===== src/hw/rtl/g4r_pkg.sv =====
// Shared types, register codes, reset values and the tint lookup for the rotator.
package g4r_pkg;

  localparam int PIXEL_W      = 8;
  localparam int NIBBLE_W     = 4;
  localparam int DEST_W       = 20;
  localparam int COLOR_W      = 16;
  localparam int OUT_TDATA_W  = 40;
  localparam int OUT_PAD_W    = OUT_TDATA_W - DEST_W - COLOR_W;
  localparam int CFG_INDEX_W  = 3;
  localparam int CFG_DATA_W   = 11;
  localparam int ORIENT_W     = 2;
  localparam int QUEUE_DEPTH  = 4;
  localparam int SETTLE_W     = 2;

  // Cycles the derived geometry needs after a register write.
  localparam logic [SETTLE_W-1:0] SETTLE_CYCLES = 2'd2;

  // Register indexes on the configuration channel.
  localparam logic [CFG_INDEX_W-1:0] REG_SCREEN_WIDTH  = 3'd0;
  localparam logic [CFG_INDEX_W-1:0] REG_SCREEN_HEIGHT = 3'd1;
  localparam logic [CFG_INDEX_W-1:0] REG_ORIENTATION   = 3'd2;
  localparam logic [CFG_INDEX_W-1:0] REG_BACKLIGHT_ON  = 3'd3;
  localparam logic [CFG_INDEX_W-1:0] REG_CLIP_TOP      = 3'd4;
  localparam logic [CFG_INDEX_W-1:0] REG_CLIP_BOTTOM   = 3'd5;
  localparam logic [CFG_INDEX_W-1:0] REG_CLIP_LEFT     = 3'd6;
  localparam logic [CFG_INDEX_W-1:0] REG_CLIP_RIGHT    = 3'd7;

  // Orientation codes.
  localparam logic [ORIENT_W-1:0] ORIENT_NONE   = 2'd0;
  localparam logic [ORIENT_W-1:0] ORIENT_RIGHT  = 2'd1;
  localparam logic [ORIENT_W-1:0] ORIENT_LEFT   = 2'd2;
  localparam logic [ORIENT_W-1:0] ORIENT_ROT180 = 2'd3;

  // Register reset values.
  localparam logic [CFG_DATA_W-1:0] RST_SCREEN_WIDTH  = 11'd320;
  localparam logic [CFG_DATA_W-1:0] RST_SCREEN_HEIGHT = 11'd480;
  localparam logic [CFG_DATA_W-1:0] RST_CLIP_TOP      = 11'd0;
  localparam logic [CFG_DATA_W-1:0] RST_CLIP_BOTTOM   = 11'd480;
  localparam logic [CFG_DATA_W-1:0] RST_CLIP_LEFT     = 11'd0;
  localparam logic [CFG_DATA_W-1:0] RST_CLIP_RIGHT    = 11'd320;

  // Replicate a gray nibble into RGB565: green tint with backlight, white tint without.
  function automatic logic [COLOR_W-1:0] tint(input logic [NIBBLE_W-1:0] a,
                                               input logic backlight);
    if (backlight) begin
      return {1'b0, a, a, 3'b000, a};
    end
    return {a, 1'b0, a, 2'b00, a, 1'b0};
  endfunction

endpackage


===== src/hw/rtl/g4r_cfg.sv =====
// Configuration registers and the registered region geometry derived from them.
module g4r_cfg #(
  parameter int MAX_DIM = 1024,
  parameter int DW      = 11
) (
  input  logic                              clk,
  input  logic                              rst,
  input  logic                              cfg_valid,
  output logic                              cfg_ready,
  input  logic [g4r_pkg::CFG_INDEX_W-1:0]   cfg_index,
  input  logic [g4r_pkg::CFG_DATA_W-1:0]    cfg_data,
  output logic [DW-1:0]                     wdt,
  output logic [DW-1:0]                     hgt,
  output logic [DW-1:0]                     top,
  output logic [DW-1:0]                     left,
  output logic [DW-1:0]                     nrows,
  output logic [DW-1:0]                     span,
  output logic [g4r_pkg::DEST_W-1:0]        wh,
  output logic [g4r_pkg::ORIENT_W-1:0]      orient,
  output logic                              backlight,
  output logic                              region_empty,
  output logic                              busy
);
  import g4r_pkg::*;

  localparam int WW = (DW > CFG_DATA_W) ? DW : CFG_DATA_W;

  logic [CFG_DATA_W-1:0] screen_width, screen_height;
  logic [CFG_DATA_W-1:0] clip_top, clip_bottom, clip_left, clip_right;
  logic [ORIENT_W-1:0]   orientation;
  logic                  backlight_on;
  logic [SETTLE_W-1:0]   settle;

  logic [WW-1:0] w_sat, h_sat, bot, rgt, lft, tp, nr, sp;
  logic [WW-1:0] sw_x, sh_x, cb_x, cr_x;
  logic [2*DW-1:0] area;

  assign cfg_ready = 1'b1;
  assign busy      = (settle != '0);
  assign orient    = orientation;
  assign backlight = backlight_on;

  always_ff @(posedge clk) begin
    if (rst) begin
      screen_width  <= RST_SCREEN_WIDTH;
      screen_height <= RST_SCREEN_HEIGHT;
      orientation   <= ORIENT_NONE;
      backlight_on  <= 1'b0;
      clip_top      <= RST_CLIP_TOP;
      clip_bottom   <= RST_CLIP_BOTTOM;
      clip_left     <= RST_CLIP_LEFT;
      clip_right    <= RST_CLIP_RIGHT;
      settle        <= SETTLE_CYCLES;
    end else begin
      if (cfg_valid) begin
        unique case (cfg_index)
          REG_SCREEN_WIDTH:  screen_width  <= cfg_data;
          REG_SCREEN_HEIGHT: screen_height <= cfg_data;
          REG_ORIENTATION:   orientation   <= cfg_data[ORIENT_W-1:0];
          REG_BACKLIGHT_ON:  backlight_on  <= cfg_data[0];
          REG_CLIP_TOP:      clip_top      <= cfg_data;
          REG_CLIP_BOTTOM:   clip_bottom   <= cfg_data;
          REG_CLIP_LEFT:     clip_left     <= cfg_data;
          REG_CLIP_RIGHT:    clip_right    <= cfg_data;
          default: ;
        endcase
        settle <= SETTLE_CYCLES;
      end else if (settle != '0) begin
        settle <= settle - SETTLE_W'(1);
      end
    end
  end

  always_comb begin
    sw_x  = WW'(screen_width);
    sh_x  = WW'(screen_height);
    cb_x  = WW'(clip_bottom);
    cr_x  = WW'(clip_right);
    w_sat = (sw_x > WW'(MAX_DIM)) ? WW'(MAX_DIM) : sw_x;
    h_sat = (sh_x > WW'(MAX_DIM)) ? WW'(MAX_DIM) : sh_x;
    bot   = (cb_x > h_sat) ? h_sat : cb_x;
    rgt   = (cr_x > w_sat) ? w_sat : cr_x;
    lft   = WW'({clip_left[CFG_DATA_W-1:1], 1'b0});
    tp    = WW'(clip_top);
    if (orientation == ORIENT_NONE) begin
      nr = (bot > tp) ? bot - tp : '0;
      sp = (rgt > lft) ? rgt - lft : '0;
    end else begin
      nr = h_sat;
      sp = w_sat;
    end
  end

  // Top and left fit DW whenever an unrotated region is not empty.
  always_ff @(posedge clk) begin
    wdt          <= DW'(w_sat);
    hgt          <= DW'(h_sat);
    top          <= DW'(tp);
    left         <= DW'(lft);
    nrows        <= DW'(nr);
    span         <= DW'(sp);
    region_empty <= (nr == '0) || (sp == '0);
    wh           <= DEST_W'(area);
  end

  assign area = wdt * hgt;

endmodule


===== src/hw/rtl/g4r_front.sv =====
// Front end: accepts source bytes, steps the row and column counters, queues work.
module g4r_front #(
  parameter int DW = 11,
  parameter int EW = 31
) (
  input  logic                           clk,
  input  logic                           rst,
  input  logic                           s_tvalid,
  output logic                           s_tready,
  input  logic [g4r_pkg::PIXEL_W-1:0]    s_tdata,
  input  logic                           s_tuser,
  input  logic [DW-1:0]                  nrows,
  input  logic [DW-1:0]                  span,
  input  logic                           region_empty,
  input  logic                           busy,
  input  logic                           queue_full,
  output logic                           push,
  output logic [EW-1:0]                  push_data
);
  import g4r_pkg::*;

  localparam int CW = DW + 1;

  logic [DW-1:0] row_count, column_count;
  logic [DW-1:0] row_count_next, column_count_next;
  logic [CW-1:0] nr_x, sp_x, r0, c0, ra, r1, c1, cn, rb;
  logic          wrap_a, wrap_b, last;

  assign s_tready = !busy && !queue_full;
  assign push     = s_tvalid && s_tready && !region_empty;

  always_comb begin
    nr_x = CW'(nrows);
    sp_x = CW'(span);
    r0   = s_tuser ? '0 : CW'(row_count);
    c0   = s_tuser ? '0 : CW'(column_count);
    // Wrap counters left out of range by a geometry change.
    wrap_a = (c0 >= sp_x);
    c1     = wrap_a ? '0 : c0;
    ra     = wrap_a ? r0 + CW'(1) : r0;
    r1     = (ra >= nr_x) ? '0 : ra;
    last   = (r1 + CW'(1) >= nr_x) && (c1 + CW'(2) >= sp_x);
    // Advance by one pixel pair.
    cn     = c1 + CW'(2);
    wrap_b = (cn >= sp_x);
    rb     = wrap_b ? r1 + CW'(1) : r1;
    column_count_next = wrap_b ? '0 : DW'(cn);
    row_count_next    = (rb >= nr_x) ? '0 : DW'(rb);
  end

  assign push_data = {s_tdata, DW'(r1), DW'(c1), last};

  always_ff @(posedge clk) begin
    if (rst) begin
      row_count    <= '0;
      column_count <= '0;
    end else if (push) begin
      row_count    <= row_count_next;
      column_count <= column_count_next;
    end
  end

endmodule


===== src/hw/rtl/g4r_fifo.sv =====
// Short work queue between the front end and the address back end.
module g4r_fifo #(
  parameter int WIDTH = 31,
  parameter int DEPTH = 4
) (
  input  logic             clk,
  input  logic             rst,
  input  logic             push,
  input  logic [WIDTH-1:0] push_data,
  output logic             full,
  input  logic             pop,
  output logic             valid,
  output logic [WIDTH-1:0] pop_data
);
  localparam int AW = (DEPTH > 1) ? $clog2(DEPTH) : 1;

  logic [WIDTH-1:0] slots [DEPTH];
  logic [AW:0]      wr_ptr, rd_ptr;
  logic [AW:0]      fill;

  assign fill     = wr_ptr - rd_ptr;
  assign full     = (fill == (AW+1)'(DEPTH));
  assign valid    = (fill != '0);
  assign pop_data = slots[rd_ptr[AW-1:0]];

  always_ff @(posedge clk) begin
    if (rst) begin
      wr_ptr <= '0;
      rd_ptr <= '0;
    end else begin
      if (push) begin
        wr_ptr <= (wr_ptr[AW-1:0] == AW'(DEPTH - 1))
                  ? {~wr_ptr[AW], {AW{1'b0}}} : wr_ptr + (AW+1)'(1);
      end
      if (pop) begin
        rd_ptr <= (rd_ptr[AW-1:0] == AW'(DEPTH - 1))
                  ? {~rd_ptr[AW], {AW{1'b0}}} : rd_ptr + (AW+1)'(1);
      end
    end
  end

  always_ff @(posedge clk) begin
    if (push) begin
      slots[wr_ptr[AW-1:0]] <= push_data;
    end
  end

endmodule


===== src/hw/rtl/g4r_back.sv =====
// Back end: destination index arithmetic, tint lookup and the two-word output register.
module g4r_back #(
  parameter int DW = 11,
  parameter int EW = 31
) (
  input  logic                              clk,
  input  logic                              rst,
  input  logic                              queue_valid,
  input  logic [EW-1:0]                     queue_data,
  output logic                              pop,
  input  logic [DW-1:0]                     wdt,
  input  logic [DW-1:0]                     hgt,
  input  logic [DW-1:0]                     top,
  input  logic [DW-1:0]                     left,
  input  logic [g4r_pkg::DEST_W-1:0]        wh,
  input  logic [g4r_pkg::ORIENT_W-1:0]      orient,
  input  logic                              backlight,
  output logic                              m_tvalid,
  input  logic                              m_tready,
  output logic [g4r_pkg::OUT_TDATA_W-1:0]   m_tdata,
  output logic                              m_tlast,
  output logic                              m_tuser
);
  import g4r_pkg::*;

  localparam int CW = DW + 1;

  logic [PIXEL_W-1:0] q_byte;
  logic [DW-1:0]      q_row, q_col;
  logic               q_last;

  logic [CW-1:0]      mul_a;
  logic [DW-1:0]      mul_b;
  logic [CW+DW-1:0]   mul_p;
  logic [DEST_W-1:0]  k0, k1, r20, c20, h20, l20;
  logic               neg;

  // Stage one: product and offsets.
  logic               s1_valid;
  logic [DEST_W-1:0]  s1_prod, s1_k0, s1_k1;
  logic               s1_neg, s1_last;
  logic [COLOR_W-1:0] s1_color_hi, s1_color_lo;

  // Output register: one pixel pair, shown as two words.
  logic               s2_valid, s2_half, s2_last;
  logic [DEST_W-1:0]  s2_dest0, s2_dest1;
  logic [COLOR_W-1:0] s2_color_hi, s2_color_lo;

  logic               s2_take, s1_move;

  assign {q_byte, q_row, q_col, q_last} = queue_data;

  assign s2_take = s2_valid && s2_half && m_tready;
  assign s1_move = s1_valid && (!s2_valid || s2_take);
  assign pop     = queue_valid && (!s1_valid || s1_move);

  always_comb begin
    r20 = DEST_W'(q_row);
    c20 = DEST_W'(q_col);
    h20 = DEST_W'(hgt);
    l20 = DEST_W'(left);
    unique case (orient)
      ORIENT_NONE: begin
        mul_a = CW'(top) + CW'(q_row);
        mul_b = wdt;
        k0    = l20 + c20;
        k1    = l20 + c20 + DEST_W'(1);
        neg   = 1'b0;
      end
      ORIENT_RIGHT: begin
        mul_a = CW'(q_col);
        mul_b = hgt;
        k0    = wh - h20 + r20;
        k1    = wh - {h20[DEST_W-2:0], 1'b0} + r20;
        neg   = 1'b1;
      end
      ORIENT_LEFT: begin
        mul_a = CW'(q_col);
        mul_b = hgt;
        k0    = h20 - DEST_W'(1) - r20;
        k1    = {h20[DEST_W-2:0], 1'b0} - DEST_W'(1) - r20;
        neg   = 1'b0;
      end
      default: begin
        mul_a = CW'(q_row);
        mul_b = wdt;
        k0    = wh - DEST_W'(1) - c20;
        k1    = wh - DEST_W'(2) - c20;
        neg   = 1'b1;
      end
    endcase
  end

  assign mul_p = mul_a * mul_b;

  always_ff @(posedge clk) begin
    if (pop) begin
      s1_prod     <= DEST_W'(mul_p);
      s1_k0       <= k0;
      s1_k1       <= k1;
      s1_neg      <= neg;
      s1_last     <= q_last;
      s1_color_hi <= tint(q_byte[PIXEL_W-1:NIBBLE_W], backlight);
      s1_color_lo <= tint(q_byte[NIBBLE_W-1:0], backlight);
    end
    if (s1_move) begin
      s2_dest0    <= s1_neg ? s1_k0 - s1_prod : s1_k0 + s1_prod;
      s2_dest1    <= s1_neg ? s1_k1 - s1_prod : s1_k1 + s1_prod;
      s2_color_hi <= s1_color_hi;
      s2_color_lo <= s1_color_lo;
      s2_last     <= s1_last;
    end
  end

  always_ff @(posedge clk) begin
    if (rst) begin
      s1_valid <= 1'b0;
      s2_valid <= 1'b0;
      s2_half  <= 1'b0;
    end else begin
      if (pop) begin
        s1_valid <= 1'b1;
      end else if (s1_move) begin
        s1_valid <= 1'b0;
      end
      if (s1_move) begin
        s2_valid <= 1'b1;
        s2_half  <= 1'b0;
      end else if (s2_valid && m_tready) begin
        // Advance to the low nibble, then drop the pair.
        if (!s2_half) begin
          s2_half <= 1'b1;
        end else begin
          s2_valid <= 1'b0;
        end
      end
    end
  end

  assign m_tvalid = s2_valid;
  assign m_tuser  = s2_half;
  assign m_tlast  = s2_half && s2_last;
  assign m_tdata  = s2_half ? {{OUT_PAD_W{1'b0}}, s2_color_lo, s2_dest1}
                            : {{OUT_PAD_W{1'b0}}, s2_color_hi, s2_dest0};

endmodule


===== src/hw/rtl/gray4_to_rgb565_rotator.sv =====
// Top level: packed 4-bit gray framebuffer bytes to rotated RGB565 pixel words.
// Usage:
//   s_* channel takes one word per source byte, two gray pixels, high nibble
//   first; s_tuser restarts the position counters at that byte.
//   m_* channel gives two words per byte: destination index and RGB565 color,
//   m_tuser set on the low-nibble word, m_tlast on the low-nibble word of the
//   last byte of the frame or of the clipped region.
//   cfg_* channel writes one register per word and is always ready.
// Timing:
//   A taken byte goes through the queue and stage one to the output register;
//   later bytes are taken meanwhile. Output is one word per cycle while m_tready
//   is high. Index math is one multiplier stage and one add stage.
//   Bytes that fall in an empty region are taken and give no words.
// Reset and configuration:
//   Reset loads the register defaults and clears the counters and queue.
//   s_tready stays low after reset and after each register write
//   while the region geometry settles.
// Stalls:
//   When m_tready is low the output word holds; a 4-entry byte queue keeps the
//   input side taking bytes until it fills.
module gray4_to_rgb565_rotator #(
  parameter int MAX_DIM = 1024
) (
  input  logic                              clk,
  input  logic                              rst,
  input  logic                              s_tvalid,
  output logic                              s_tready,
  input  logic [g4r_pkg::PIXEL_W-1:0]       s_tdata,   // [7:0] pixel_pair
  input  logic                              s_tuser,   // [0] frame_start
  output logic                              m_tvalid,
  input  logic                              m_tready,
  output logic [g4r_pkg::OUT_TDATA_W-1:0]   m_tdata,   // [19:0] dest_index, [35:20] color
  output logic                              m_tlast,   // frame_end
  output logic                              m_tuser,   // [0] second_of_pair
  input  logic                              cfg_valid,
  output logic                              cfg_ready,
  input  logic [g4r_pkg::CFG_INDEX_W-1:0]   cfg_index,
  input  logic [g4r_pkg::CFG_DATA_W-1:0]    cfg_data
);
  import g4r_pkg::*;

  localparam int DW = $clog2(MAX_DIM) + 1;
  localparam int EW = PIXEL_W + 2 * DW + 1;

  logic [DW-1:0]     wdt, hgt, top, left, nrows, span;
  logic [DEST_W-1:0] wh;
  logic [ORIENT_W-1:0] orient;
  logic              backlight, region_empty, busy;
  logic              push, queue_full, queue_valid, pop;
  logic [EW-1:0]     push_data, queue_data;

  g4r_cfg #(.MAX_DIM(MAX_DIM), .DW(DW)) u_cfg (
    .clk, .rst,
    .cfg_valid, .cfg_ready, .cfg_index, .cfg_data,
    .wdt, .hgt, .top, .left, .nrows, .span, .wh,
    .orient, .backlight, .region_empty, .busy
  );

  g4r_front #(.DW(DW), .EW(EW)) u_front (
    .clk, .rst,
    .s_tvalid, .s_tready, .s_tdata, .s_tuser,
    .nrows, .span, .region_empty, .busy,
    .queue_full, .push, .push_data
  );

  g4r_fifo #(.WIDTH(EW), .DEPTH(QUEUE_DEPTH)) u_fifo (
    .clk, .rst,
    .push, .push_data, .full(queue_full),
    .pop, .valid(queue_valid), .pop_data(queue_data)
  );

  g4r_back #(.DW(DW), .EW(EW)) u_back (
    .clk, .rst,
    .queue_valid, .queue_data, .pop,
    .wdt, .hgt, .top, .left, .wh, .orient, .backlight,
    .m_tvalid, .m_tready, .m_tdata, .m_tlast, .m_tuser
  );

endmodule


===== config.mk =====
export PLATFORM = sky130hd
export DESIGN_NAME = gray4_to_rgb565_rotator
export DESIGN_NICKNAME = d
export VERILOG_FILES = /design/src/hw/rtl/g4r_pkg.sv /design/src/hw/rtl/g4r_cfg.sv /design/src/hw/rtl/g4r_front.sv /design/src/hw/rtl/g4r_fifo.sv /design/src/hw/rtl/g4r_back.sv /design/src/hw/rtl/gray4_to_rgb565_rotator.sv
export SDC_FILE = /design/constraint.sdc
export NUM_CORES = 2
export LEC_CHECK = 0
export BUFFER_PORTS_ARGS = -buffer_cell sky130_fd_sc_hd__buf_2
export CORE_UTILIZATION = 25
export DETAILED_ROUTE_END_ITERATION = 16
export SLEW_MARGIN = 20
export SYNTH_ARGS = -nofsm -noshare
export SYNTH_HDL_FRONTEND = slang
export SYNTH_SLANG_ARGS = --single-unit

===== constraint.sdc =====
create_clock -name clk -period 11.5 [get_ports clk]
set_clock_uncertainty 0.1 [all_clocks]
set_input_delay 0.575 -clock clk [delete_from_list [all_inputs] [get_ports clk]]
set_output_delay 0.575 -clock clk [all_outputs]
set_load 0.05 [all_outputs]

* After elaboration in Yosys (flattened, before gate mapping)
Memory sizes are Yosys's and may differ from the RTL's. A register that Yosys moved wholly into a read port is not among the register bits.
Index checks and enable logic that the tools add are counted.
** Storage, ports and cells
- Register bits :: 347
- Input port bits :: 28
- Memories kept :: 1
- Word-level logic and storage cells :: 175
- Memory bits (writable) :: 124
- Output and inout bits :: 45
** Cells by class
- Magnitude comparators :: 11
- Bitwise gates (word level) :: 2
- Equality and inequality tests :: 12
- Reduce and logical (&&, ||, !) cells :: 40
- $mul :: 2
- Add/sub/neg operators :: 28
- Multiplexer cells :: 41
** Memory list
- u_fifo.slots :: depth 4, bits a word 31, read ports 1, clocked after memory_dff 1, wr ports 1, RTL line g4r_fifo.sv:17 : logic [WIDTH-1:0] slots [DEPTH];
** Operator list (number)
- $mux W11 :: 13
- $pmux W20 S3 :: 2
- $sub A20 B11 Y20 :: 5
- $mux W16 :: 4
- $ge A12 B11 Y1 :: 5
- $mux W12 :: 4
- $gt A11 B11 Y1 :: 4
- $add A20 B11 Y20 :: 2
- $add A20 B20 Y20 :: 2
- $mux W20 :: 2
- $sub A20 B20 Y20 :: 2
- $mux W36 :: 1
- $add A11 B11 Y12 :: 2
- $add A12 B1 Y12 const B :: 2
- $pmux W12 S2 :: 1
- $gt A11 B11 Y1 const B :: 2
- $logic_not A11 Y1 :: 2
- $sub A11 B11 Y11 :: 2
- $add A20 B1 Y20 const B :: 1
- $mul A11 B11 Y20 :: 1
- $mul A12 B11 Y20 :: 1
- $sub A20 B1 Y20 const B :: 1
- $sub A20 B12 Y20 :: 1
- $sub A20 B2 Y20 const B :: 1
- other kinds (24) :: 73

* Logic depth before layout (Yosys ltp)
- Depth in word-level cells :: 9
- Depth in mapped cells :: 39
- Gate-level depth less buffers :: 34

* By module
A second synthesis with hierarchy kept.
** Second synthesis, totals
- Cells, all modules :: 3753
- Area, all modules :: 36278.5 µm²
** By module, submodules not included
- g4r_back :: cells each 1929, sequential area each 4234.1 µm², times used 1, area an instance 17809.6 µm²
- g4r_cfg :: cells each 1203, sequential area each 3123.0 µm², times used 1, area an instance 10396.2 µm²
- g4r_fifo :: cells each 205, sequential area each 3883.7 µm², times used 1, area an instance 4888.4 µm²
- g4r_front :: cells each 416, sequential area each 440.4 µm², times used 1, area an instance 3184.3 µm²

* Least setup slack after synthesis
No wires, ideal clock.
- Kind :: register -> register
- Start :: register with a tool-made name
- End :: register u_back.s1_prod[19] (data pin)
- Required time :: 11139 ps
- Cell stages (with the launch flop) :: 34
- Buffers on the path :: 3
- Clock period less this slack :: 8223 ps
- Slack :: 3277 ps
- Arrival :: 7862 ps
- Setup time :: 261 ps
- Path through :: dfxtp_1 -> clkbuf_1 -> buf_1 -> mux2_2 -> o21ai_0 -> inv_1 -> ha_1 -> nor2b_1 -> o31ai_1 -> a21oi_1 -> a211oi_1 -> xnor2_1 -> nand2_1 -> a22o_1 -> clkbuf_1 -> nand2b_1 -> fa_1 -> inv_1 -> fa_1 -> inv_1 -> fa_1 -> inv_1 -> fa_1 -> inv_1 -> fa_1 -> inv_1 -> ha_1 -> or3_1 -> a211oi_1 -> nor3_1 -> a21o_1 -> a21oi_1 -> o21ai_0 -> xnor2_1
** RTL lines
- end signal, assigned :: RTL line g4r_back.sv:98 : s1_prod <= DEST_W'(mul_p);
- end, declared :: RTL line g4r_back.sv:40 : logic [DEST_W-1:0] s1_prod, s1_k0, s1_k1;

==> results.toml <==
[sta]
hold_viol_final = 0
worst_pin_slew_ns = 1.18
setup_tns_ns = 0
rsz0062_at_grt = "false"
relSlewSlack_pct = 21.6
max_freq_mhz = 108
min_period_ns = 9.23
setup_violations = 0
min_period_over_period_pct = 80.3
drv_slew = 0

[cells_and_area]
drive_gt1_share_pct = 8.57
syn2layout_area_growth_pct = 11.9
fill_cells = 14916
final_cell_area_um2 = 40200
layout.nets = 4353

[synth]
synthFlopType = "edfxtp_1"
async_reset_ff_share_pct = 0
synth_seq_area_share_pct = 32.5
syn-cell-area_um2 = 35900
ys_types = 98
synth_seq_cells = 452
syn_avg_cell_area_um2 = 9.61
yosysWarnings = 0
synthCells = 3737
synth-edff-count = 263

[min_path]
worstHoldEndpoint = "u_fifo.slots[2][28]"
min_path_type = "in -> reg"
hp-start = "s_tdata[5]"
worstHoldPathCells = 1

[critical_path]
path_max_fanout = 15
worstReg2RegEnd = "u_back.s1_prod[19]"
r2r_setup_slack_ns = 2.27
crit_arrival_ns = 9.51
crit_buf_inv = 4
r2r_cells = 28
endpoint_kind = "flip-flop"
slowest_stage = "a21oi_1"
crit_path_start_kind = "flip-flop"
crit_cells = 28
crit_path_max_incr_delay_ns = 0.94
crit_top_cell = "fa_1"
critPathTopFamily = "adder cells"
critical_path_required_ns = 11.78
worstSetupPathType = "reg -> reg"

[clock_network]
cts.clk_slew.worst_paths_ns = 0.06
root_buffer = "clkbuf_16"
cts_tree = "done"
htreeDepth = 2
post_cts_buffers = 0
cts_hold_buffers = 0
cts_resized = 0
cts_buffer_depth = 3
cts_buffers = 53
clk_latency_ns = 0.64
clkSinkCount = 452

[die]
dieArea_um2 = 145000
fp.coreArea_um2 = 142000
start_util_pct = 25.3
rows = 138
dieHeight_um = 381
die_width_um = 381
io_pins = 73

[run]
max_cap_violations = 0

[route]
wire_per_inst_um = 17.3
drc_errors = 0
dr.first_iter.drc_count = 2299
firstDrtPassIters = 8
antenna_left = 0
wl_um = 98600
vias = 26928
via_per_inst = 4.73

[power]
ir_worst_vdd_mv = 0.139
leakage_nw = 16.8
powerDensity_nw_per_um2 = 259

[global_routing]
grt_pass1_wl_um = 153000
track_usage_pct = 13.3
antenna_found_initial = 15
grt_max_degree = 92
grt-ovfl-total = 0
grt_pass1_vias = 26525

[placement]
port_buffers = 65
dp.final_hpwl_um = 76500
placed_cell_area_um2 = 38300
gp_congestion = 0.934

[run_status]
status = "finished clean"
## power by group
group	internal, mW	switching [mW]
Clock	1.01	0.709
Sequential	2.34	0.178
Combinational	2.50	3.68
Total	5.86	4.56
## cells in the final DEF (no fill, tap or decap), types with 59 or more instances in the layout
cell	netlist	final
inv_1	461	461
nand2_1	415	415
ha_1	368	366
edfxtp_1	263	263
a21oi_1	228	227
fa_1	196	196
xnor2_1	194	194
nor2_1	189	189
dfxtp_1	189	186
o21ai_0	102	101
and2_1	97	97
nor2b_1	71	70
nor3_1	68	66
buf_2	6	65
xor2_1	59	59
nand3_1	59	59
## kinds of logic (layout without fill, tap and decap cells)
kind of cell / count (synthesis) / count (layout) / synth area share, %
XOR/XNOR: 254 / 254 / 6.24
flip-flops: 452 / 452 / 32.5
multiplexers: 114 / 114 / 4.33
AND/OR/NAND/NOR: 1090 / 1090 / 14.7
buffers and inverters: 605 / 667 / 6.52
adder cells (fa/ha/maj): 564 / 564 / 23.8
other: 2 / 11 / 0.0209
AO/OA/AOI/OAI: 656 / 656 / 11.9
## registers in the layout, indices dropped and copies added, names as in the netlist, 10 cells and up, named ones only
name,cells
u_fifo.slots,124
u_back.s1_k0,20
u_back.s1_k1,20
u_back.s1_prod,20
u_back.s2_dest0,20
u_back.s2_dest1,20
u_cfg.wh,20
u_cfg.cb_x,11
u_cfg.clip_right,11
u_cfg.clip_top,11
u_cfg.hgt,11
u_cfg.nrows,11
u_cfg.screen_height,11
u_cfg.screen_width,11
u_cfg.span,11
u_cfg.top,11
u_cfg.wdt,11
u_front.column_count,11
u_front.row_count,11
u_cfg.clip_left,10
u_cfg.left,10
## cells in the mapped netlist, drive strengths merged (59+ instances only)
library cell	count	area share, %
edfxtp	263	22
clkbuf	109	1.1
and2	98	1.7
nand3	60	0.85
xnor2	194	4.7
ha	368	13
inv	463	4.8
dfxtp	189	11
nor2	192	2.0
fa	196	11
nor2b	72	1.3
xor2	59	1.4
nor3	68	0.95
a21oi	230	3.2
mux2	59	1.9
nand2	416	4.4
o21ai	110	1.5
## worst reg2reg max path: cells and delay by family (launching register included)
family                   cells  cell delay [ns]
buffers and inverters        4             0.24
flip-flops                   1             0.58
adder cells (fa/ha/maj)      7             3.34
AO/OA/AOI/OAI               10             3.18
multiplexers                 1             0.38
XOR/XNOR                     2             0.28
AND/OR/NAND/NOR              4             0.87
## metrics by stage
| stage | hold slack (ns) | util, % | worst slack, ns | std cells | power [mW] |
|---|---|---|---|---|---|
| after floorplan | 0.251 | - | 3.28 | 3742 | 7.27 |
| after detailed placement | 0.269 | 27.0 | 2.30 | 5595 | 8.69 |
| final | 0.0502 | 28.3 | 2.27 | 5698 | 10.4 |
| after global routing | 0.0233 | 28.3 | 1.67 | 5698 | 11.3 |
| after CTS | 0.00798 | 28.3 | 2.27 | 5693 | 10.5 |
| after global placement | 0.263 | 27.0 | 2.47 | 5595 | 8.62 |
## layer usage
metal | global-route usage (%) | up-vias | part of all wire (%)
li1 | - | 12840 | -
met1 | 18.1 | 13098 | 45
met2 | 21.9 | 820 | 46
met3 | 1.87 | 158 | 6.4
met4 | 3.61 | 12 | 2.3
met5 | 0 | - | 0.077
## how the worst max path moves through the flow
stage                               endpoint       from  slack (ns)
after floorplan           u_back.s1_prod[19]  flip-flop        3.28
after global placement    u_back.s1_prod[19]  flip-flop        2.47
after detailed placement  u_back.s1_prod[19]  flip-flop        2.30
after CTS                 u_back.s1_prod[19]  flip-flop        2.27
after global routing      u_back.s1_prod[19]  flip-flop        1.67
final                     u_back.s1_prod[19]  flip-flop        2.27
## final cells by class
class	instances	area (um^2)	area share, %
well taps	1890	2360	5.89
multi-input cells	2685	21900	54.6
clock inverters	37	398	0.990
inverters	463	1740	4.33
clock buffers	61	1400	3.48
diodes	4	10.0	0.0249
flip-flops and latches	452	11700	29.1
repair buffers	106	653	1.63
(Power assumes the default switching activity.)
